File: src/k_differences_text_scanner_macros.svh
// ----------------------------------------------------------------------------
// k-differences text scanner assertion macros
// Concurrent assertion wrappers; they expand to nothing in synthesis.
// ----------------------------------------------------------------------------
`ifndef K_DIFFERENCES_TEXT_SCANNER_MACROS_SVH
`define K_DIFFERENCES_TEXT_SCANNER_MACROS_SVH
`ifndef SYNTHESIS
// Same-cycle implication, checked outside reset.
`define KDTS_ASSERT_IMPLY(label, clk, rst, ante, cons) \
  label: assert property (@(posedge clk) disable iff (rst) (ante) |-> (cons)) \
    else $error("kdts check failed");
// Next-cycle implication, checked outside reset.
`define KDTS_ASSERT_NEXT(label, clk, rst, ante, cons) \
  label: assert property (@(posedge clk) disable iff (rst) (ante) |=> (cons)) \
    else $error("kdts check failed");
`else
`define KDTS_ASSERT_IMPLY(label, clk, rst, ante, cons)
`define KDTS_ASSERT_NEXT(label, clk, rst, ante, cons)
`endif
`endif

File: src/kdts_pkg.sv
// ----------------------------------------------------------------------------
// k-differences text scanner package
// Field widths, command and register codes, and the token passed along cells.
// ----------------------------------------------------------------------------
`default_nettype none

package kdts_pkg;

  localparam int SYM_W  = 8;
  localparam int IDX_W  = 7;
  localparam int POS_W  = 24;
  localparam int CFG_W  = 8;
  localparam int DATA_W = 32;
  localparam int ADDR_W = 3;

  localparam logic [CFG_W-1:0] PATTERN_LENGTH_RESET = 8'd1;
  localparam logic [CFG_W-1:0] MAX_ERRORS_RESET     = 8'd0;
  localparam logic [CFG_W-1:0] DISTANCE_SAT         = 8'hFF;

  typedef enum logic {
    CMD_LOAD = 1'b0,
    CMD_SCAN = 1'b1
  } kdts_cmd_t;

  typedef enum logic {
    REG_PATTERN_LENGTH = 1'b0,
    REG_MAX_ERRORS     = 1'b1
  } kdts_reg_t;

  // One request as it travels down the cell chain.
  typedef struct packed {
    logic             valid;
    logic             scan;
    logic             start;
    logic [IDX_W-1:0] idx;
    logic [SYM_W-1:0] sym;
  } kdts_tok_t;

  typedef struct packed {
    logic [CFG_W-1:0] pattern_length;
    logic [CFG_W-1:0] max_errors;
  } kdts_cfg_t;

endpackage

`default_nettype wire

File: src/kdts_regs.sv
// ----------------------------------------------------------------------------
// k-differences text scanner configuration registers
// APB-style register file holding pattern length and error limit.
// ----------------------------------------------------------------------------
`default_nettype none

module kdts_regs import kdts_pkg::*; (
  input  wire logic              clk,
  input  wire logic              rst,
  input  wire logic              psel,
  input  wire logic              penable,
  input  wire logic              pwrite,
  input  wire logic [ADDR_W-1:0] paddr,
  input  wire logic [DATA_W-1:0] pwdata,
  output logic      [DATA_W-1:0] prdata,
  output logic                   pready,
  output kdts_cfg_t              cfg
);

  kdts_reg_t reg_sel;
  logic      wr_en;

  // Registers sit one word apart, so bit 2 picks the register.
  assign reg_sel = kdts_reg_t'(paddr[2]);
  assign wr_en   = psel && penable && pwrite;
  assign pready  = 1'b1;

  // Register writes.
  always_ff @(posedge clk) begin
    if (rst) begin
      cfg.pattern_length <= PATTERN_LENGTH_RESET;
      cfg.max_errors     <= MAX_ERRORS_RESET;
    end else if (wr_en) begin
      unique case (reg_sel)
        REG_PATTERN_LENGTH: cfg.pattern_length <= pwdata[CFG_W-1:0];
        REG_MAX_ERRORS:     cfg.max_errors     <= pwdata[CFG_W-1:0];
      endcase
    end
  end

  // Read-back.
  always_comb begin
    unique case (reg_sel)
      REG_PATTERN_LENGTH: prdata = {{(DATA_W-CFG_W){1'b0}}, cfg.pattern_length};
      REG_MAX_ERRORS:     prdata = {{(DATA_W-CFG_W){1'b0}}, cfg.max_errors};
    endcase
  end

endmodule

`default_nettype wire

File: config.mk
export PLATFORM = sky130hd
export DESIGN_NAME = kdts_regs
export DESIGN_NICKNAME = d
export VERILOG_FILES = /design/src/k_differences_text_scanner_macros.svh /design/src/kdts_pkg.sv /design/src/kdts_regs.sv
export SDC_FILE = /design/constraint.sdc
export NUM_CORES = 1
export LEC_CHECK = 0
export ABC_AREA = 1
export ABC_CLOCK_PERIOD_IN_PS = 800
export BUFFER_PORTS_ARGS = -buffer_cell sky130_fd_sc_hd__buf_2
export CAP_MARGIN = 15
export CORE_MARGIN = 1.5
export CORE_UTILIZATION = 30
export CTS_CLUSTER_DIAMETER = 60
export CTS_CLUSTER_SIZE = 24
export DETAILED_ROUTE_END_ITERATION = 6
export PLACE_DENSITY = 0.79
export SYNTH_ARGS = -nofsm -noshare
export SYNTH_HDL_FRONTEND = slang
export SYNTH_SLANG_ARGS = --single-unit
File: constraint.sdc
create_clock -name clk -period 0.8 [get_ports clk]
set_input_delay 0.08 -clock clk [delete_from_list [all_inputs] [get_ports clk]]
set_output_delay 0.08 -clock clk [all_outputs]
set_load 0.005 [all_outputs]
==> flow_summary_export.csv <==
group,metric,value,unit
detailed_routing,via_per_inst,3.911,
yosys,ys_types,12,
timing,clock_skew,0,ns
yosys,synth_area_leader_cell,"dfxtp_1",
clock_network,cts.sinks,16,
final_layout,nFillCells,361,
place,place_hpwl,1.547,mm
die,fp.dieH,60.37,um
timing,rsz0062_at_grt,"yes",
worst_setup_path,cp_max_fo,3,
yosys,synth_compound_area_share,0.5070,%
place,place.gp.congestion,0.6984,
timing,setup_viol,24,
timing,fin_crit_sh,116.4,%
worst_setup_path,path_cells,"buf_4 -> buf_6",
die,die_w,60.37,um
final_layout,reg_top3,"cfg (16)",
yosys,synth.avg_cell_area,6.538,sq um
final_layout,drive_gt1_share,36.46,%
timing,setup_tns,-1.267,ns
yosys,ys_ff_latch,16,
yosys,synthCells,151,
grt,antenna_found_initial,0,
timing,fin_ws,-0.1311,ns
clock_network,ctsHoldBuffers,0,
pwr,peakVddDrop,497.1,uV
pwr,powerDensity,1347,mW/mm^2
clock_network,htreeDepth,1,
grt,grt_first_pass_wirelength,3.194,mm
pwr,leakagePower,0.7082,nW
die,initial_utilization,32.07,%
clock_network,numCtsBuffers,3,
worst_setup_path,cpPeakStageDelay,0.34,ns
die,rows,20,
yosys,synth.area.mux_share,0,%
final_layout,diodes,0,
outcome,failed_checks,"negative setup slack",
die,die-area,0.003644,sq mm
grt,track_usage,11.64,%
yosys,yosys-top-cells-area,"dfxtp_1 32%, buf_4 20%, nand2_1 16%",
worst_hold_path,hp-class,"input port to register",
grt,grt_max_degree,17,
die,io_pins,89,
detailed_routing,drt-pass1-iter-count,4,
detailed_routing,route.detailed.drc,0,
final_layout,final_common_cell,"nand2_1",
worst_setup_path,slowest_stage,"dfxtp_2",
timing,fmax,1.074,GHz
worst_setup_path,worstPathArrival,0.85,ns
grt,grt_pass1_vias,777,
clock_network,cts_tree,"done",
final_layout,regMostFlops,"cfg",
place,preCtsSetupSlack,-0.09188,ns
clock_network,clockRootBuffer,"clkbuf_4",
outcome,run_status,"complete, but fails checks",
detailed_routing,vias,923,
yosys,ys_seq_area_share,32.45,%
flow_run,max_cap_violations,0,
grt,gr-total-overflow,0,
place,io_buffers,37,
worst_setup_path,worstPathRequired,0.72,ns
clock_network,clkLatencyLatePin,0.28,ns
detailed_routing,detail_route.iter0.violations,15,
yosys,ys.warnings.count,0,
detailed_routing,wire_per_inst,8.758,um
timing,finalMaxSlewViolations,0,
detailed_routing,ant_nets,0,
detailed_routing,wl,2.067,mm
die,coreArea,0.003078,sq mm
final_layout,final_cell_mix,"39 x nand2_1, 33 x buf_2, 30 x nor2_1",
yosys,synthAdderAreaFrac,0,%
worst_setup_path,crit_family,"flip-flops",
yosys,synth_top_family_by_area,"simple AND/OR/NAND/NOR gates",
final_layout,syn_to_final_growth,27.88,%
yosys,synth_xor_xnor_area_share,0,%
final_layout,final_nets,233,
yosys,synth-simple-area-share,39.04,%
final_layout,seq_area,340.3,sq um
worst_setup_path,crit_buf_inv,2,
yosys,syn-cell-area,987.2,sq um
yosys,synth_top_area_share,32.45,%
worst_setup_path,crit_type,"register to output pin",
clock_network,clockBufferDepth,2,
timing,hold_viol,0,
worst_setup_path,start_kind,"register",
timing,timing.final.crit_period,0.9311,ns
clock_network,clkTransAtPathRegs,0.09,ns
final_layout,largest_reg_flops,16,
worst_setup_path,worst_setup_path_end_kind,"output pin",
final_layout,multi_input_area,489.2,sq um
==> synthesized netlist by cell type (all sizes together) <==
cell type  instances
buf               30
inv               11
dfxtp             16
nand3             17
nor2              33
conb               2
nand2             41
o21ai              1
==> kinds of logic after synthesis <==
group | count (synthesis)
and+or+nand+nor | 91
buffers and inverters | 41
DFF | 16
other | 2
AOI/OAI and AO/OA | 1
==> final cells by class <==
class,count,share of cell area [%]
Clock buffer,4,2.874
Inverter,11,3.271
Multi-Input combinational cell,117,38.75
Sequential cell,16,26.96
Tap cell,44,4.361
Timing Repair Buffer,44,23.79
==> power by group <==
| part | switching [mW] | internal, mW |
|---|---|---|
| clock | 0.256 | 0.277 |
| sequential | 0.0205 | 0.829 |
| combinational | 0.176 | 0.141 |
| total | 0.453 | 1.25 |
==> routing by layer <==
metal	vias to the layer above	part of all wire, %	global-route usage [%]
li1	488	-	-
met1	396	41	13.36
met2	37	49	20.50
met3	2	9.2	2.559
met4	0	0.58	5.397
met5	-	0	0
==> stage by stage <==
step | total power [mW] | utilization [%] | instances | area, sq um | hold slack, ns
2_1_floorplan | 1.126 | - | 174 | 1074 | 0.2064
3_3_place_gp | 1.165 | 37.97 | 231 | 1169 | 0.3065
3_5_place_dp | 1.170 | 37.97 | 231 | 1169 | 0.3183
4_1_cts | 1.713 | 40.00 | 235 | 1231 | 0.01726
5_1_grt | 1.820 | 41.02 | 236 | 1262 | 0.01942
6_report | 1.700 | 41.02 | 236 | 1262 | 0.03272
==> worst paths after layout <==
path	start	end	slack (ns)	depth (start not counted)
min	pwdata[0]	cfg[8]	0.03	3
max	cfg[1]	cfg[1]	-0.13	2
max reg2reg	cfg[8]	cfg[8]	0.19	2
min reg2reg	cfg[6]	cfg[6]	0.49	2
==> timing repair <==
| action | in CTS | in global routing |
|---|---|---|
| cloned | 0 | 0 |
| resized for setup | 17 | 5 |
| setup buffers | 0 | 1 |
| pin swaps | 10 | 5 |
| endpoints found under the setup margin | 24 | 24 |
==> worst reg2reg max path, cell delays in order, from the launching register on <==
cell and delay, ns:
dfxtp_2 0.35, o21ai_0 0.07, nand3_1 0.08
Note: power is estimated with default switching activity, not from simulation.
