--- src/k_differences_text_scanner_macros.svh ---
// ----------------------------------------------------------------------------
// k-differences text scanner assertion macros
// Concurrent assertion wrappers; they expand to nothing in synthesis.
// ----------------------------------------------------------------------------
`ifndef K_DIFFERENCES_TEXT_SCANNER_MACROS_SVH
`define K_DIFFERENCES_TEXT_SCANNER_MACROS_SVH
`ifndef SYNTHESIS
// Same-cycle implication, checked outside reset.
`define KDTS_ASSERT_IMPLY(label, clk, rst, ante, cons) \
  label: assert property (@(posedge clk) disable iff (rst) (ante) |-> (cons)) \
    else $error("kdts check failed");
// Next-cycle implication, checked outside reset.
`define KDTS_ASSERT_NEXT(label, clk, rst, ante, cons) \
  label: assert property (@(posedge clk) disable iff (rst) (ante) |=> (cons)) \
    else $error("kdts check failed");
`else
`define KDTS_ASSERT_IMPLY(label, clk, rst, ante, cons)
`define KDTS_ASSERT_NEXT(label, clk, rst, ante, cons)
`endif
`endif

--- src/kdts_pkg.sv ---
// ----------------------------------------------------------------------------
// k-differences text scanner package
// Field widths, command and register codes, and the token passed along cells.
// ----------------------------------------------------------------------------
`default_nettype none

package kdts_pkg;

  localparam int SYM_W  = 8;
  localparam int IDX_W  = 7;
  localparam int POS_W  = 24;
  localparam int CFG_W  = 8;
  localparam int DATA_W = 32;
  localparam int ADDR_W = 3;

  localparam logic [CFG_W-1:0] PATTERN_LENGTH_RESET = 8'd1;
  localparam logic [CFG_W-1:0] MAX_ERRORS_RESET     = 8'd0;
  localparam logic [CFG_W-1:0] DISTANCE_SAT         = 8'hFF;

  typedef enum logic {
    CMD_LOAD = 1'b0,
    CMD_SCAN = 1'b1
  } kdts_cmd_t;

  typedef enum logic {
    REG_PATTERN_LENGTH = 1'b0,
    REG_MAX_ERRORS     = 1'b1
  } kdts_reg_t;

  // One request as it travels down the cell chain.
  typedef struct packed {
    logic             valid;
    logic             scan;
    logic             start;
    logic [IDX_W-1:0] idx;
    logic [SYM_W-1:0] sym;
  } kdts_tok_t;

  typedef struct packed {
    logic [CFG_W-1:0] pattern_length;
    logic [CFG_W-1:0] max_errors;
  } kdts_cfg_t;

endpackage

`default_nettype wire

--- src/kdts_out_if.sv ---
// ----------------------------------------------------------------------------
// k-differences text scanner result channel
// Valid/ready channel carrying one result per scanned character.
// ----------------------------------------------------------------------------
`default_nettype none

interface kdts_out_if import kdts_pkg::*; ();
  logic             valid;
  logic             ready;
  logic [POS_W-1:0] end_position;
  logic [CFG_W-1:0] distance;
  logic             within_limit;

  modport source (output valid, output end_position, output distance,
                  output within_limit, input ready);
  modport sink   (input valid, input end_position, input distance,
                  input within_limit, output ready);
endinterface

`default_nettype wire

--- src/kdts_result.sv ---
// ----------------------------------------------------------------------------
// k-differences text scanner result stage
// Output register, text position counter and the match flag.
// ----------------------------------------------------------------------------
`default_nettype none

module kdts_result import kdts_pkg::*; #(
  parameter int MAX_PATTERN = 128,
  localparam int DIST_W     = $clog2(MAX_PATTERN + 1)
) (
  input  wire logic              clk,
  input  wire logic              rst,
  input  wire kdts_tok_t         tok_last,
  input  wire logic [DIST_W-1:0] res_last,
  input  wire logic [CFG_W-1:0]  max_errors,
  output logic                   adv,
  kdts_out_if.source             result_out
);

  logic [POS_W-1:0] pos_cnt;
  logic [POS_W-1:0] pos;
  logic [CFG_W-1:0] dist_sat;
  logic             emit;

  // The chain moves whenever the output register is free or being emptied.
  assign adv  = !result_out.valid || result_out.ready;
  assign emit = tok_last.valid && tok_last.scan;
  assign pos  = tok_last.start ? '0 : pos_cnt;

  always_comb begin
    if (32'(res_last) > 32'(DISTANCE_SAT)) begin
      dist_sat = DISTANCE_SAT;
    end else begin
      dist_sat = CFG_W'(res_last);
    end
  end

  // Text position of the next scanned character.
  always_ff @(posedge clk) begin
    if (rst) begin
      pos_cnt <= '0;
    end else if (adv && emit) begin
      pos_cnt <= pos + POS_W'(1);
    end
  end

  // Output register.
  always_ff @(posedge clk) begin
    if (rst) begin
      result_out.valid <= 1'b0;
    end else if (adv) begin
      result_out.valid <= emit;
    end
  end

  always_ff @(posedge clk) begin
    if (adv && emit) begin
      result_out.end_position <= pos;
      result_out.distance     <= dist_sat;
      result_out.within_limit <= (dist_sat <= max_errors);
    end
  end

endmodule

`default_nettype wire

--- src/flat_wrapper.sv ---
// flat-port wrapper written by rule: the top's interface ports become plain ports
module kdts_result_flat import kdts_pkg::*;
#(
  parameter int MAX_PATTERN = 128,
  localparam int DIST_W     = $clog2(MAX_PATTERN + 1)
)
  (clk, rst, tok_last, res_last, max_errors, adv, result_out_valid, result_out_end_position, result_out_distance, result_out_within_limit, result_out_ready);
  kdts_out_if result_out_i ();
  input  wire logic clk;
  input  wire logic rst;
  input  wire kdts_tok_t tok_last;
  input  wire logic [DIST_W-1:0] res_last;
  input  wire logic [CFG_W-1:0] max_errors;
  output logic adv;
  output wire logic [$bits(result_out_i.valid)-1:0] result_out_valid;
  output wire logic [$bits(result_out_i.end_position)-1:0] result_out_end_position;
  output wire logic [$bits(result_out_i.distance)-1:0] result_out_distance;
  output wire logic [$bits(result_out_i.within_limit)-1:0] result_out_within_limit;
  input wire logic [$bits(result_out_i.ready)-1:0] result_out_ready;
  assign result_out_valid = result_out_i.valid;
  assign result_out_end_position = result_out_i.end_position;
  assign result_out_distance = result_out_i.distance;
  assign result_out_within_limit = result_out_i.within_limit;
  assign result_out_i.ready = result_out_ready;
  kdts_result #(.MAX_PATTERN(MAX_PATTERN)) u_core (.clk(clk), .rst(rst), .tok_last(tok_last), .res_last(res_last), .max_errors(max_errors), .adv(adv), .result_out(result_out_i));
endmodule
--- config.mk ---
export PLATFORM = sky130hd
export DESIGN_NAME = kdts_result_flat
export DESIGN_NICKNAME = d
export VERILOG_FILES = /design/src/k_differences_text_scanner_macros.svh /design/src/kdts_pkg.sv /design/src/kdts_out_if.sv /design/src/kdts_result.sv /design/src/flat_wrapper.sv
export SDC_FILE = /design/constraint.sdc
export NUM_CORES = 1
export LEC_CHECK = 0
export BUFFER_PORTS_ARGS = -buffer_cell sky130_fd_sc_hd__buf_2
export CAP_MARGIN = 20
export CORE_ASPECT_RATIO = 2
export CORE_UTILIZATION = 51
export CTS_BUF_LIST = sky130_fd_sc_hd__clkbuf_4
export CTS_CLUSTER_DIAMETER = 50
export DETAILED_ROUTE_END_ITERATION = 10
export GPL_ROUTABILITY_DRIVEN = 0
export MAX_ROUTING_LAYER = met4
export PLACE_DENSITY = 0.78
export REMOVE_ABC_BUFFERS = 1
export SLEW_MARGIN = 5
export SYNTH_ARGS = -nofsm -noshare
export SYNTH_HDL_FRONTEND = slang
export SYNTH_SLANG_ARGS = --single-unit
--- constraint.sdc ---
create_clock -name clk -period 2.92 [get_ports clk]
set_input_delay 0.292 -clock clk [delete_from_list [all_inputs] [get_ports clk]]
set_output_delay 0.292 -clock clk [all_outputs]
set_load 0.03 [all_outputs]
==> results by group <==
STA
  – Worst-margin pin slew: 480 ps
  – Total Negative Setup Slacks: 0 ps
  – Pins over their slew limit: 0
  – Minimum clock period after layout: 2220 ps
  – Setup repair after global routing missed its margin: no
  – Final setup violation count: 0
  – Upper clock frequency limit: 0.451 GHz
  – Max_slew headroom: 68.0%
  – Worst-case setup margin in the final layout: 702 ps
  – Final hold vios: 0
  – Period utilization: 76.0%
  – Worst clock skew: 6.90 ps

Layout
  – Final antenna diode count: 0
  – Area delta synth->final: 16.9%
  – FF/Latch Area: 0.00149 mm2
  – Filler Cells Inserted: 433
  – Final Instance Count excl. Fillers: 366
  – Count of nets after finishing: 350
  – Fraction of final layout cells sized beyond drive strength 1: 26.2%
  – Total area of multi-input combinational cells: 0.00108 mm2

Clock network
  – CTS buffer count: 9
  – Latest clock arrival within the worst-skew pair: 400 ps
  – Number of H-tree levels: 3
  – Number of instances resized during post-cts repair: 0
  – Setup fix buffers added after clock tree synthesis: 0
  – Clock buffer depth: 2
  – Clock slew at reported path FFs: 90 ps
  – Total clock sinks: 58
  – Number of hold buffers added after CTS: 0
  – TritonCTS clock tree: done
  – Clock tree root buffer cell: clkbuf_4

Placed design
  – Buffers on Ports: 56
  – HPWL after detailed placement: 3460 um
  – DP Cell Count: 350
  – Worst Setup Slack post-DPL: 741 ps

Critical path
  – Category of the worst setup path capture point: flop
  – Worst setup path startpoint: u_core.pos_cnt[0]
  – Startpoint class of the critical path: flop
  – Required time at the worst-slack endpoint: 3250 ps
  – Launching point of the worst reg2reg path: u_core.pos_cnt[0]
  – Family with the most delay on the worst path: simple AND/OR/NAND/NOR gates
  – Slowest library cell on the worst path: dfxtp_1
  – Data arrival time at the worst-slack endpoint: 2550 ps
  – Worst path max stage delay: 440 ps
  – Crit path cell chain: nor2b_1, ha_1, and3_1, and3_1, nand3_1, a211o_1, a21oi_1
  – Path type of the worst setup path: flop to flop
  – Worst-path fanout max: 10
  – Crit path top cell by count: and3_1
  – Buffering stage count on the worst path with inverters included: 0

Global route
  – Number of antenna violations at the first check in global routing: 0
  – First-pass GRT wire length: 8280 um
  – Global route overflow: 0
  – Vias in the first global route: 1962
  – Global router's overall resource usage: 21.3%
  – Largest net degree at the start of global routing: 37

Drt
  – Wire length per cell after detailed routing: 13.6 um
  – Wire length after detailed routing: 4970 um
  – Routed vias/inst: 5.44
  – Total iterations of the first detailed-routing run: 4
  – Final ANT Viol Nets: 0
  – Total number of vias: 1992
  – DRC violation count after routing: 0
  – DRC violation total after the first TritonRoute iteration: 60

Floorplan
  – DIE AREA: 0.00553 mm2
  – Boundary Pins: 72
  – Floorplan core area: 0.00495 mm2
  – Effective utilization at floorplan: 53.7%
  – Number of standard-cell rows in the floorplan: 36
  – Die height: 104 um
  – Die X: 53.1 um

Hold path
  – Class of the tightest hold or removal check: input port to flop
  – Hold_sp: res_last[4]

Yosys
  – Synth cell types: 39
  – Cell type contributing the most total cell area after synthesis: edfxtp_1
  – Yosys warning total: 0
  – Post-synthesis cell count: 246
  – Flops & latches, synth: 58
  – Average instance area after synthesis: 10.8 um2
  – Cell types occupying the most area after synthesis: edfxtp_1 (37%), dfxtp_1 (19%), nor2b_1 (5.9%), ha_1 (4.2%), xnor2_1 (3.9%)
  – Sequential cell area fraction in the yosys report: 56.0%
  – Netlist area before placement: 0.00266 mm2
  – Portion of synthesized cell area occupied by the leading cell type: 37.2%

Flow run
  – # Max-Cap Violations: 0

Pwr
  – Leakage: 1.25 nW
  – Maximum vdd ir drop: 520 uV
  – Total power density per cell area: 511 mW/mm2

Run status
  – Run status: complete, no violations
## cell usage in the layout, fill, tap and decap left out, drive strengths merged, types with 7 or more instances in the layout
cell,synthesis,routed
buf,5,59
edfxtp,33,33
nand2,26,26
nor2b,26,26
dfxtp,25,25
nor2,20,20
a21oi,13,13
xnor2,12,12
clkbuf,7,12
nand4,12,12
nand3,10,10
inv,9,9
ha,9,9
o21ai,7,7
## kinds of logic (layout without fill, tap and decap cells)
group / Yosys count / in the layout / synth area share, %
buf+inv: 21 / 84 / 3.48
fa+ha+maj: 9 / 9 / 4.23
flops: 58 / 58 / 56.0
mux: 1 / 1 / 0.423
simple gates: 112 / 112 / 24.3
xor+xnor: 12 / 12 / 3.95
compound gates: 33 / 33 / 7.57
## path summary, 6_finish.rpt
kind,end,slack [ps],cells after the start
worst max-delay path,u_core.pos_cnt[22],700,7
worst min-delay path,u_core.result_out.distance[4],80,1
worst max register to register,u_core.pos_cnt[22],700,7
worst min register to register,u_core.pos_cnt[6],470,2
## cells in the mapped netlist, drive strengths merged
cell type	instances
a211oi	1
o31a	1
nand2	26
and4	1
nand4	12
nor3b	2
o21ai	7
nand3b	3
xnor2	12
and2	2
nor2	20
nand4b	1
buf	5
edfxtp	33
a21o	1
ha	9
nand2b	2
inv	9
a211o	4
nand3	10
a31oi	1
dfxtp	25
and3b	1
nor3	1
and4b	1
o22ai	1
clkbuf	7
o211ai	4
and3	4
a21oi	13
nor2b	26
mux2	1
## per-stage QoR
step | area [um2] | utilization, % | hold slack [ps] | total power [mW]
6_report | 3110 | 62.8 | 83.1 | 1.59
5_1_grt | 3110 | 62.8 | 48.6 | 1.66
4_1_cts | 3110 | 62.8 | 52.6 | 1.61
3_5_place_dp | 2980 | 60.1 | 463 | 1.06
3_3_place_gp | 2980 | 60.1 | 442 | 1.05
2_1_floorplan | 2600 | - | 361 | 0.995
## power breakdown
| part | switching (mW) | internal, mW | leakage, nW |
|---|---|---|---|
| logic | 0.101 | 0.0441 | 0.672 |
| registers | 0.00641 | 0.884 | 0.501 |
| clock network | 0.269 | 0.285 | 0.0787 |
| total | 0.377 | 1.21 | 1.25 |
## metal layers
layer  GRT usage, %  share of wire [%]  vias to the layer above
met2           35.2                 54                       67
met1           20.9                 39                      934
met3           5.70                5.0                        8
li1               -                  -                      983
met5              -                  0                        -
met4           13.2                2.2                        0
## sequential cells by signal (all words and copies together) (netlist names)
register                        flops
u_core.result_out.end_position     24
u_core.result_out.valid             1
u_core.result_out.within_limit      1
u_core.pos_cnt                     24
u_core.result_out.distance          8
## cell type report
cell class	count	area share [%]
clock buffers	12	2.90
clock inverters	4	1.41
inverters	9	1.09
multi-input cells	167	34.7
flip-flops and latches	58	47.9
well taps	57	2.29
repair buffers	59	9.73
Power figures use the tool's default switching activity.
