### src/k_differences_text_scanner_macros.svh
// ----------------------------------------------------------------------------
// k-differences text scanner assertion macros
// Concurrent assertion wrappers; they expand to nothing in synthesis.
// ----------------------------------------------------------------------------
`ifndef K_DIFFERENCES_TEXT_SCANNER_MACROS_SVH
`define K_DIFFERENCES_TEXT_SCANNER_MACROS_SVH
`ifndef SYNTHESIS
// Same-cycle implication, checked outside reset.
`define KDTS_ASSERT_IMPLY(label, clk, rst, ante, cons) \
  label: assert property (@(posedge clk) disable iff (rst) (ante) |-> (cons)) \
    else $error("kdts check failed");
// Next-cycle implication, checked outside reset.
`define KDTS_ASSERT_NEXT(label, clk, rst, ante, cons) \
  label: assert property (@(posedge clk) disable iff (rst) (ante) |=> (cons)) \
    else $error("kdts check failed");
`else
`define KDTS_ASSERT_IMPLY(label, clk, rst, ante, cons)
`define KDTS_ASSERT_NEXT(label, clk, rst, ante, cons)
`endif
`endif

### src/kdts_pkg.sv
// ----------------------------------------------------------------------------
// k-differences text scanner package
// Field widths, command and register codes, and the token passed along cells.
// ----------------------------------------------------------------------------
`default_nettype none

package kdts_pkg;

  localparam int SYM_W  = 8;
  localparam int IDX_W  = 7;
  localparam int POS_W  = 24;
  localparam int CFG_W  = 8;
  localparam int DATA_W = 32;
  localparam int ADDR_W = 3;

  localparam logic [CFG_W-1:0] PATTERN_LENGTH_RESET = 8'd1;
  localparam logic [CFG_W-1:0] MAX_ERRORS_RESET     = 8'd0;
  localparam logic [CFG_W-1:0] DISTANCE_SAT         = 8'hFF;

  typedef enum logic {
    CMD_LOAD = 1'b0,
    CMD_SCAN = 1'b1
  } kdts_cmd_t;

  typedef enum logic {
    REG_PATTERN_LENGTH = 1'b0,
    REG_MAX_ERRORS     = 1'b1
  } kdts_reg_t;

  // One request as it travels down the cell chain.
  typedef struct packed {
    logic             valid;
    logic             scan;
    logic             start;
    logic [IDX_W-1:0] idx;
    logic [SYM_W-1:0] sym;
  } kdts_tok_t;

  typedef struct packed {
    logic [CFG_W-1:0] pattern_length;
    logic [CFG_W-1:0] max_errors;
  } kdts_cfg_t;

endpackage

`default_nettype wire

### src/kdts_cell.sv
// ----------------------------------------------------------------------------
// k-differences text scanner cell
// One pattern row: holds its pattern character and edit distance, and
// updates the distance as each scanned character passes by.
// ----------------------------------------------------------------------------
`default_nettype none

module kdts_cell import kdts_pkg::*; #(
  parameter int MAX_PATTERN = 128,
  parameter int ROW         = 1,
  localparam int DIST_W     = $clog2(MAX_PATTERN + 1)
) (
  input  wire logic              clk,
  input  wire logic              rst,
  input  wire logic              adv,
  input  wire logic [DIST_W-1:0] m_sel,
  input  wire kdts_tok_t         tok_in,
  input  wire logic [DIST_W-1:0] new_in,
  input  wire logic [DIST_W-1:0] old_in,
  input  wire logic [DIST_W-1:0] res_in,
  output kdts_tok_t              tok_out,
  output logic      [DIST_W-1:0] new_out,
  output logic      [DIST_W-1:0] old_out,
  output logic      [DIST_W-1:0] res_out
);

  localparam logic [DIST_W-1:0] ROW_D = DIST_W'(ROW);
  localparam int                IDX   = ROW - 1;

  logic [SYM_W-1:0]  pat;
  logic [DIST_W-1:0] row_dist;
  logic [DIST_W-1:0] left;
  logic [DIST_W-1:0] upd;
  logic [DIST_W:0]   c_diag, c_up, c_left, best;
  logic              cost;
  logic              load_hit;
  logic              scan_go;

  // A text start clears the column to its reset value before this character.
  assign left     = tok_in.start ? ROW_D : row_dist;
  assign cost     = (pat != tok_in.sym);
  assign load_hit = tok_in.valid && !tok_in.scan && (32'(tok_in.idx) == IDX);
  assign scan_go  = tok_in.valid && tok_in.scan;

  // Edit-distance recurrence: diagonal, from the row above, and from the left.
  always_comb begin
    c_diag = {1'b0, old_in} + (DIST_W+1)'(cost);
    c_up   = {1'b0, new_in} + (DIST_W+1)'(1);
    c_left = {1'b0, left}   + (DIST_W+1)'(1);
    best   = (c_diag < c_up) ? c_diag : c_up;
    if (c_left < best) begin
      best = c_left;
    end
    upd = best[DIST_W-1:0];
  end

  // Pattern character, written when a load for this row passes.
  always_ff @(posedge clk) begin
    if (adv && load_hit) begin
      pat <= tok_in.sym;
    end
  end

  // Own column entry.
  always_ff @(posedge clk) begin
    if (rst) begin
      row_dist <= ROW_D;
    end else if (adv && scan_go) begin
      row_dist <= upd;
    end
  end

  // Hand the request and the row values on to the next cell.
  always_ff @(posedge clk) begin
    if (rst) begin
      tok_out.valid <= 1'b0;
    end else if (adv) begin
      tok_out <= tok_in;
    end
  end

  always_ff @(posedge clk) begin
    if (adv) begin
      new_out <= upd;
      old_out <= left;
      res_out <= (m_sel == ROW_D) ? upd : res_in;
    end
  end

endmodule

`default_nettype wire

### config.mk
export PLATFORM = sky130hd
export DESIGN_NAME = kdts_cell
export DESIGN_NICKNAME = d
export VERILOG_FILES = /design/src/k_differences_text_scanner_macros.svh /design/src/kdts_pkg.sv /design/src/kdts_cell.sv
export SDC_FILE = /design/constraint.sdc
export NUM_CORES = 1
export LEC_CHECK = 0
export BUFFER_PORTS_ARGS = -buffer_cell sky130_fd_sc_hd__buf_2
export CAP_MARGIN = 20
export CORE_UTILIZATION = 52
export CTS_CLUSTER_DIAMETER = 40
export DETAILED_ROUTE_END_ITERATION = 8
export GPL_TIMING_DRIVEN = 1
export PLACE_DENSITY = 0.82
export SYNTH_ARGS = -nofsm -noshare
export SYNTH_HDL_FRONTEND = slang
export SYNTH_SLANG_ARGS = --single-unit
### constraint.sdc
create_clock -name clk -period 5.9 [get_ports clk]
set_clock_uncertainty 0.05 [all_clocks]
set_input_delay 0.295 -clock clk [delete_from_list [all_inputs] [get_ports clk]]
set_output_delay 0.295 -clock clk [all_outputs]
set_load 0.005 [all_outputs]
==> key figures, run 1 <==
Clock network
  • Hold-fix buffers at CTS: 0
  • # resized after CTS: 0
  • TritonCTS Sinks: 58
  • H-tree levels: 3
  • Root buffer cell: clkbuf_8
  • Clk_lat worst skew: 330 ps
  • Buffer depth of the longest clock path: 2
  • CTS tree: yes
  • CTS Buf Count: 9
  • Setup Fix Bufs, Post-CTS: 0
  • Worst-path clk slew: 60 ps

STA
  • Slew HR: 0.403
  • Final Hold Fails: 0
  • Tmin final: 5280 ps
  • Unrepaired setup endpoints after global routing: no
  • F_max: 0.189 GHz
  • Final setup viols: 0
  • Slew Limit Fails: 0
  • Worst-Margin Slew: 895 ps
  • Tcrit/Tclk final: 0.896
  • Setup total negative slack: 0 ps

Floorplan
  • Die ar.: 6450 sq um
  • I/O Pins: 95
  • Die X: 80.3 um
  • Starting density of the core: 0.539
  • Die height: 80.3 um
  • FP Rows: 28
  • Core area: 5920 sq um

Synth
  • YS warnings: 0
  • Syn Std Cell Area: 3190 sq um
  • Post-synthesis sequential area ratio: 0.518
  • Post-Synthesis Cells: 282
  • Avg Inst Size Synth: 11.3 sq um
  • Post-synth net total: 355
  • Ys async rst share: 0
  • Number of synthesized flops with an enable pin: 49
  • Synth unique cells: 47
  • Synth Register Bits: 58
  • Ys flop type: edfxtp_1

Finish
  • Share of layout cells above drive strength 1: 0.311
  • Final std cell area, no fill: 3880 sq um
  • Commonest non-fill, non-tap cell in the layout: buf_2
  • Most frequent cells in the layout: buf_2 (94), edfxtp_1 (49), nor2_1 (25)
  • Total of fill cells in the finished design: 472
  • Nets@finish: 454
  • Area Growth Syn to Fin: 21.7%
  • Diodes inserted: 0

Setup path
  • Crit-path max FO: 13
  • Crit end category: flop
  • Crit Path Category: reg -> reg
  • Worst setup SP type: flop
  • WP data required: 5930 ps
  • Arr. time, crit path: 5320 ps

Drt
  • 1st-iter DRT viols: 133
  • ANT nets after route: 0
  • Vias post-DR: 2592
  • DRT Wirelength: 7270 um
  • DR DRC count: 1
  • DR pass1 iterations: 6
  • Via density: 5.62
  • Drt wl/cell: 15.8 um

Global route
  • Pin count of the biggest net entering global routing: 30
  • First-pass GRT wire length: 11500 um
  • Total grt overflow: 0
  • Vias in the first global route: 2529
  • Initial antenna violation count: 0
  • All-Layer GR Usage: 0.241

Pwr
  • Pwr per Cell Area: 243 nW/um^2
  • Leakage: 1.70 nW
  • Maximum VDD drop: 0.133 mV

Placed design
  • Final HPWL DP: 5690 um
  • Placer's final routability congestion estimate: 0.953
  • Placed Area: 3720 sq um
  • PortBufs: 94

Run
  • Max cap viols: 0

Hold path
  • Hold/Removal Path Class: in -> reg

Status
  • Failing checks: design-rule violations
  • Status: finished, violations left
==> metrics by stage <==
step | std cells | util | setup slack (ps) | power [mW] | hold WS [ps]
2_1_floorplan | 282 | - | 1400 | 0.577 | 344
3_3_place_gp | 445 | 0.628 | 738 | 0.638 | 420
3_5_place_dp | 445 | 0.628 | 615 | 0.643 | 439
4_1_cts | 461 | 0.656 | 641 | 0.946 | 97.0
5_1_grt | 461 | 0.656 | 247 | 0.983 | 91.8
6_report | 461 | 0.656 | 615 | 0.942 | 107
==> per-layer routing <==
layer	vias to the layer above	GRT usage	wire length (um)	part of all wire
met5	-	0	0	0
met4	0	0.105	63	0.0087
met3	8	0.0568	387	0.053
met2	100	0.431	3830	0.53
met1	1231	0.272	2990	0.41
li1	1253	-	-	-
==> synthesized netlist by cell type (4+ instances only) <==
cell      number  share of area
mux2i_1        7          0.022
a21o_1         4         0.0094
ha_1          20          0.078
a21oi_1       10          0.016
nand4_1        7          0.014
and4_1         4          0.011
nand3_1       15          0.024
inv_1         18          0.021
a31oi_1        4         0.0078
nand2_1       18          0.021
nor2_1        25          0.029
nor4_1         7          0.014
xor2_1        18          0.049
xnor2_1        7          0.019
dfxtp_1        9          0.056
o31a_1         4          0.011
o21ai_0        4         0.0063
nor2b_1        6          0.012
edfxtp_1      49           0.46
==> critical path, cell delays in order (launching register included) <==
cell	delay, ps
edfxtp_1	390
xor2_1	150
nor4_1	300
nand2_1	190
ha_1	250
ha_1	210
nand3_1	140
nor2_1	90
and3_1	210
ha_1	330
a21oi_1	160
o21a_1	170
and3_4	310
mux2_2	380
ha_1	320
a211o_1	270
a21oi_1	150
o21a_1	430
a21oi_1	200
o31a_1	340
==> where the power goes <==
part,total (mW),internal (mW),switching (mW)
clock,0.307,0.162,0.145
sequential,0.477,0.469,0.00772
combinational,0.159,0.0705,0.0881
total,0.942,0.702,0.241
==> cell type report <==
class,instances,area (sq um),area share
clock buffer,13,149,0.0384
clock inverter,3,15.0,0.00387
inverter,18,67.6,0.0174
multi-input combinational,199,1430,0.368
sequential,58,1650,0.425
tap,75,93.8,0.0242
timing repair buffer,95,478,0.123
==> state kept, by name, summed over array words and instances (netlist names) <==
signal	cells
new_out	8
old_out	8
pat	8
res_out	8
row_dist	8
tok_out	18
==> final timing paths <==
check	slack, ps	start	to	cells past startpoint
max	620	pat[3]$_DFFE_PP_	res_out[6]$_DFFE_PP_	19
min	110	tok_in[13]	tok_out[13]$_DFFE_PP_	1
max reg2reg	620	pat[3]$_DFFE_PP_	res_out[6]$_DFFE_PP_	19
min reg2reg	460	tok_out[17]$_SDFFE_PP0P_	tok_out[17]$_SDFFE_PP0P_	2
==> kinds of logic after synthesis <==
group,after synthesis,synth area share
AOI/OAI and AO/OA,45,0.107
and+or+nand+nor,99,0.160
muxes,10,0.0325
DFF,58,0.518
xor gates and xnor gates,25,0.0686
buffers and inverters,25,0.0349
adders and majority gates,20,0.0784
(Power assumes the default switching activity.)
==> run 2: changes to the inputs <==
--- a/config.mk
+++ b/config.mk
@@ -12,6 +12,7 @@
 export DETAILED_ROUTE_END_ITERATION = 8
 export GPL_TIMING_DRIVEN = 1
 export PLACE_DENSITY = 0.82
+export REMOVE_ABC_BUFFERS = 1
 export SYNTH_ARGS = -nofsm -noshare
 export SYNTH_HDL_FRONTEND = slang
 export SYNTH_SLANG_ARGS = --single-unit
==> key figures, run 2 (synthesis results as in run 1) <==
Global route
  • All-Layer GR Usage: 0.240 (was 0.241)
  • Total grt overflow: 0 (unchanged)
  • Initial antenna violation count: 0 (unchanged)
  • Vias in the first global route: 2539 (was 2529)
  • First-pass GRT wire length: 11700 um (was 11500 um)
  • Pin count of the biggest net entering global routing: 30 (unchanged)

Finish
  • Post-route insts no fill: 461 (unchanged)
  • Diodes inserted: 0 (unchanged)
  • Final Util: 0.663 (was 0.656)
  • Nets@finish: 454 (unchanged)
  • Number of flip-flops under the largest register name: 18 (unchanged)
  • Share of layout cells above drive strength 1: 0.311 (unchanged)
  • Most frequent cells in the layout: buf_2 (94), edfxtp_1 (49), nor2_1 (25) (unchanged)
  • Largest register by flop count: tok_out (unchanged)
  • Final std cell area, no fill: 3930 sq um (was 3880 sq um)
  • Total of fill cells in the finished design: 453 (was 472)
  • Area Growth Syn to Fin: 23.1% (was 21.7%)
  • Commonest non-fill, non-tap cell in the layout: buf_2 (unchanged)

Drt
  • ANT nets after route: 0 (unchanged)
  • 1st-iter DRT viols: 136 (was 133)
  • DR pass1 iterations: 6 (unchanged)
  • DR DRC count: 1 (unchanged)
  • Via density: 5.57 (was 5.62)
  • Vias post-DR: 2567 (was 2592)
  • Drt wl/cell: 15.7 um (was 15.8 um)
  • DRT Wirelength: 7240 um (was 7270 um)

Clock network
  • # resized after CTS: 0 (unchanged)
  • H-tree levels: 3 (unchanged)
  • Setup Fix Bufs, Post-CTS: 0 (unchanged)
  • CTS Buf Count: 9 (unchanged)
  • CTS tree: yes (unchanged)
  • TritonCTS Sinks: 58 (unchanged)
  • Worst-path clk slew: 60 ps (about the same)
  • Clk_lat worst skew: 330 ps (about the same)
  • Root buffer cell: clkbuf_8 (unchanged)
  • Buffer depth of the longest clock path: 2 (unchanged)
  • Hold-fix buffers at CTS: 0 (unchanged)

Placed design
  • PortBufs: 94 (unchanged)
  • Placed Cells: 445 (unchanged)
  • Placer's final routability congestion estimate: 0.953 (about the same)
  • Final HPWL DP: 5580 um (was 5690 um)
  • Placed Area: 3720 sq um (unchanged)
  • Dpl ws: 487 ps (was 615 ps)

Floorplan
  • Starting density of the core: 0.539 (unchanged)
  • Die ar.: 6450 sq um (unchanged)
  • Core area: 5920 sq um (unchanged)
  • Die X: 80.3 um (unchanged)
  • FP Rows: 28 (unchanged)
  • I/O Pins: 95 (unchanged)
  • Die height: 80.3 um (unchanged)

Status
  • Status: finished, violations left (unchanged)
  • Failing checks: design-rule violations (unchanged)

Pwr
  • Clock power share: 0.377 (was 0.325)
  • Total design power: 1.02 mW (was 942 uW)
  • Sw Pwr: 246 uW (was 241 uW)
  • Maximum VDD drop: 0.176 mV (was 0.133 mV)
  • Sw Share: 0.241 (was 0.255)
  • Internal power: 775 uW (was 702 uW)
  • Leakage: 1.72 nW (was 1.70 nW)
  • Logic pwr share: 0.155 (was 0.168)
  • Sequential Power Share: 0.468 (was 0.506)
  • Pwr per Cell Area: 260 nW/um^2 (was 243 nW/um^2)

STA
  • Hold_ws: 112 ps (was 107 ps)
  • Worst-Margin Slew: 894 ps (was 895 ps)
  • Setup total negative slack: 0 ps (unchanged)
  • Tcrit/Tclk final: 0.922 (was 0.896)
  • Final setup viols: 0 (unchanged)
  • Final Hold Fails: 0 (unchanged)
  • Final setup margin: 459 ps (was 615 ps)
  • Tmin final: 5440 ps (was 5280 ps)
  • Unrepaired setup endpoints after global routing: no (unchanged)
  • Slew Limit Fails: 0 (unchanged)
  • Slew HR: 0.403 (about the same)
  • F_max: 0.184 GHz (was 0.189 GHz)

Run
  • Max cap viols: 0 (unchanged)

Setup path
  • Worst path cell trace: xor2_1 > nor4_1 > nand2_1 > ha_1 > ha_1 > nand3_1 > nor2_1 > xnor2_1 > inv_1 > ha_1 > a21oi_1 > o21a_1 > and3_4 > mux2i_1 > ha_1 > a21o_1 > a21o_1 > a21oi_1 > o21a_1 > a21oi_1 > or2_2 (was xor2_1 > nor4_1 > nand2_1 > ha_1 > ha_1 > nand3_1 > nor2_1 > and3_1 > ha_1 > a21oi_1 > o21a_1 > and3_4 > mux2_2 > ha_1 > a211o_1 > a21oi_1 > o21a_1 > a21oi_1 > o31a_1)
  • Arr. time, crit path: 5470 ps (was 5320 ps)
  • Most frequent CP cell: ha_1 (unchanged)
  • Crit end category: flop (unchanged)
  • Slowest CP cell: o21a_1 (unchanged)
  • Crit Path Category: reg -> reg (unchanged)
  • Largest stage delay, worst path: 410 ps (was 430 ps)
  • Worst setup SP type: flop (unchanged)
  • Crit-path max FO: 13 (unchanged)
  • WP data required: 5930 ps (about the same)

Hold path
  • Hold/Removal Path Class: in -> reg (unchanged)
==> run 2: layout make-up <==
class / count / area (sq um) / area share
Tap cell: 75 / 93.8 / 0.0239
Inverter: 18 / 67.6 / 0.0172
Sequential cell: 58 / 1650 / 0.421
Multi-Input combinational cell: 199 / 1430 / 0.363
Clock inverter: 6 / 81.3 / 0.0207
Clock buffer: 10 / 128 / 0.0325
Timing Repair Buffer: 95 / 478 / 0.122
==> run 2: critical path, delay by kind of cell, from the launching register on <==
family	cells	cell delay, ps
mux	1	330
xor+xnor	2	380
fa+ha+maj	4	1070
flops	1	400
compound gates	7	1460
buf+inv	1	70
simple gates	6	1390
==> run 2: layer usage <==
| layer | GRT usage | wire length [um] | up-vias |
|---|---|---|---|
| met5 | 0 | 0 | - |
| met4 | 0.0893 | 107 | 0 |
| met3 | 0.0636 | 468 | 11 |
| met2 | 0.425 | 3640 | 94 |
| met1 | 0.276 | 3030 | 1202 |
| li1 | - | - | 1260 |
==> run 2: power by group through the flow <==
stage	logic (mW)	registers [mW]	clock network [mW]
6_report	0.158	0.477	0.384
5_1_grt	0.177	0.479	0.405
4_1_cts	0.158	0.477	0.390
3_5_place_dp	0.156	0.486	0
3_3_place_gp	0.151	0.485	0
2_1_floorplan	0.0844	0.488	0
==> run 2: path summary, 6_finish.rpt <==
check / start / to / slack, ps / cells past startpoint
worst max-delay path: pat[2]$_DFFE_PP_ / new_out[6]$_DFFE_PP_ / 460 / 21
worst min-delay path: tok_in[14] / tok_out[14]$_DFFE_PP_ / 110 / 1
worst max register to register: pat[2]$_DFFE_PP_ / new_out[6]$_DFFE_PP_ / 460 / 21
worst min register to register: tok_out[17]$_SDFFE_PP0P_ / tok_out[17]$_SDFFE_PP0P_ / 500 / 2
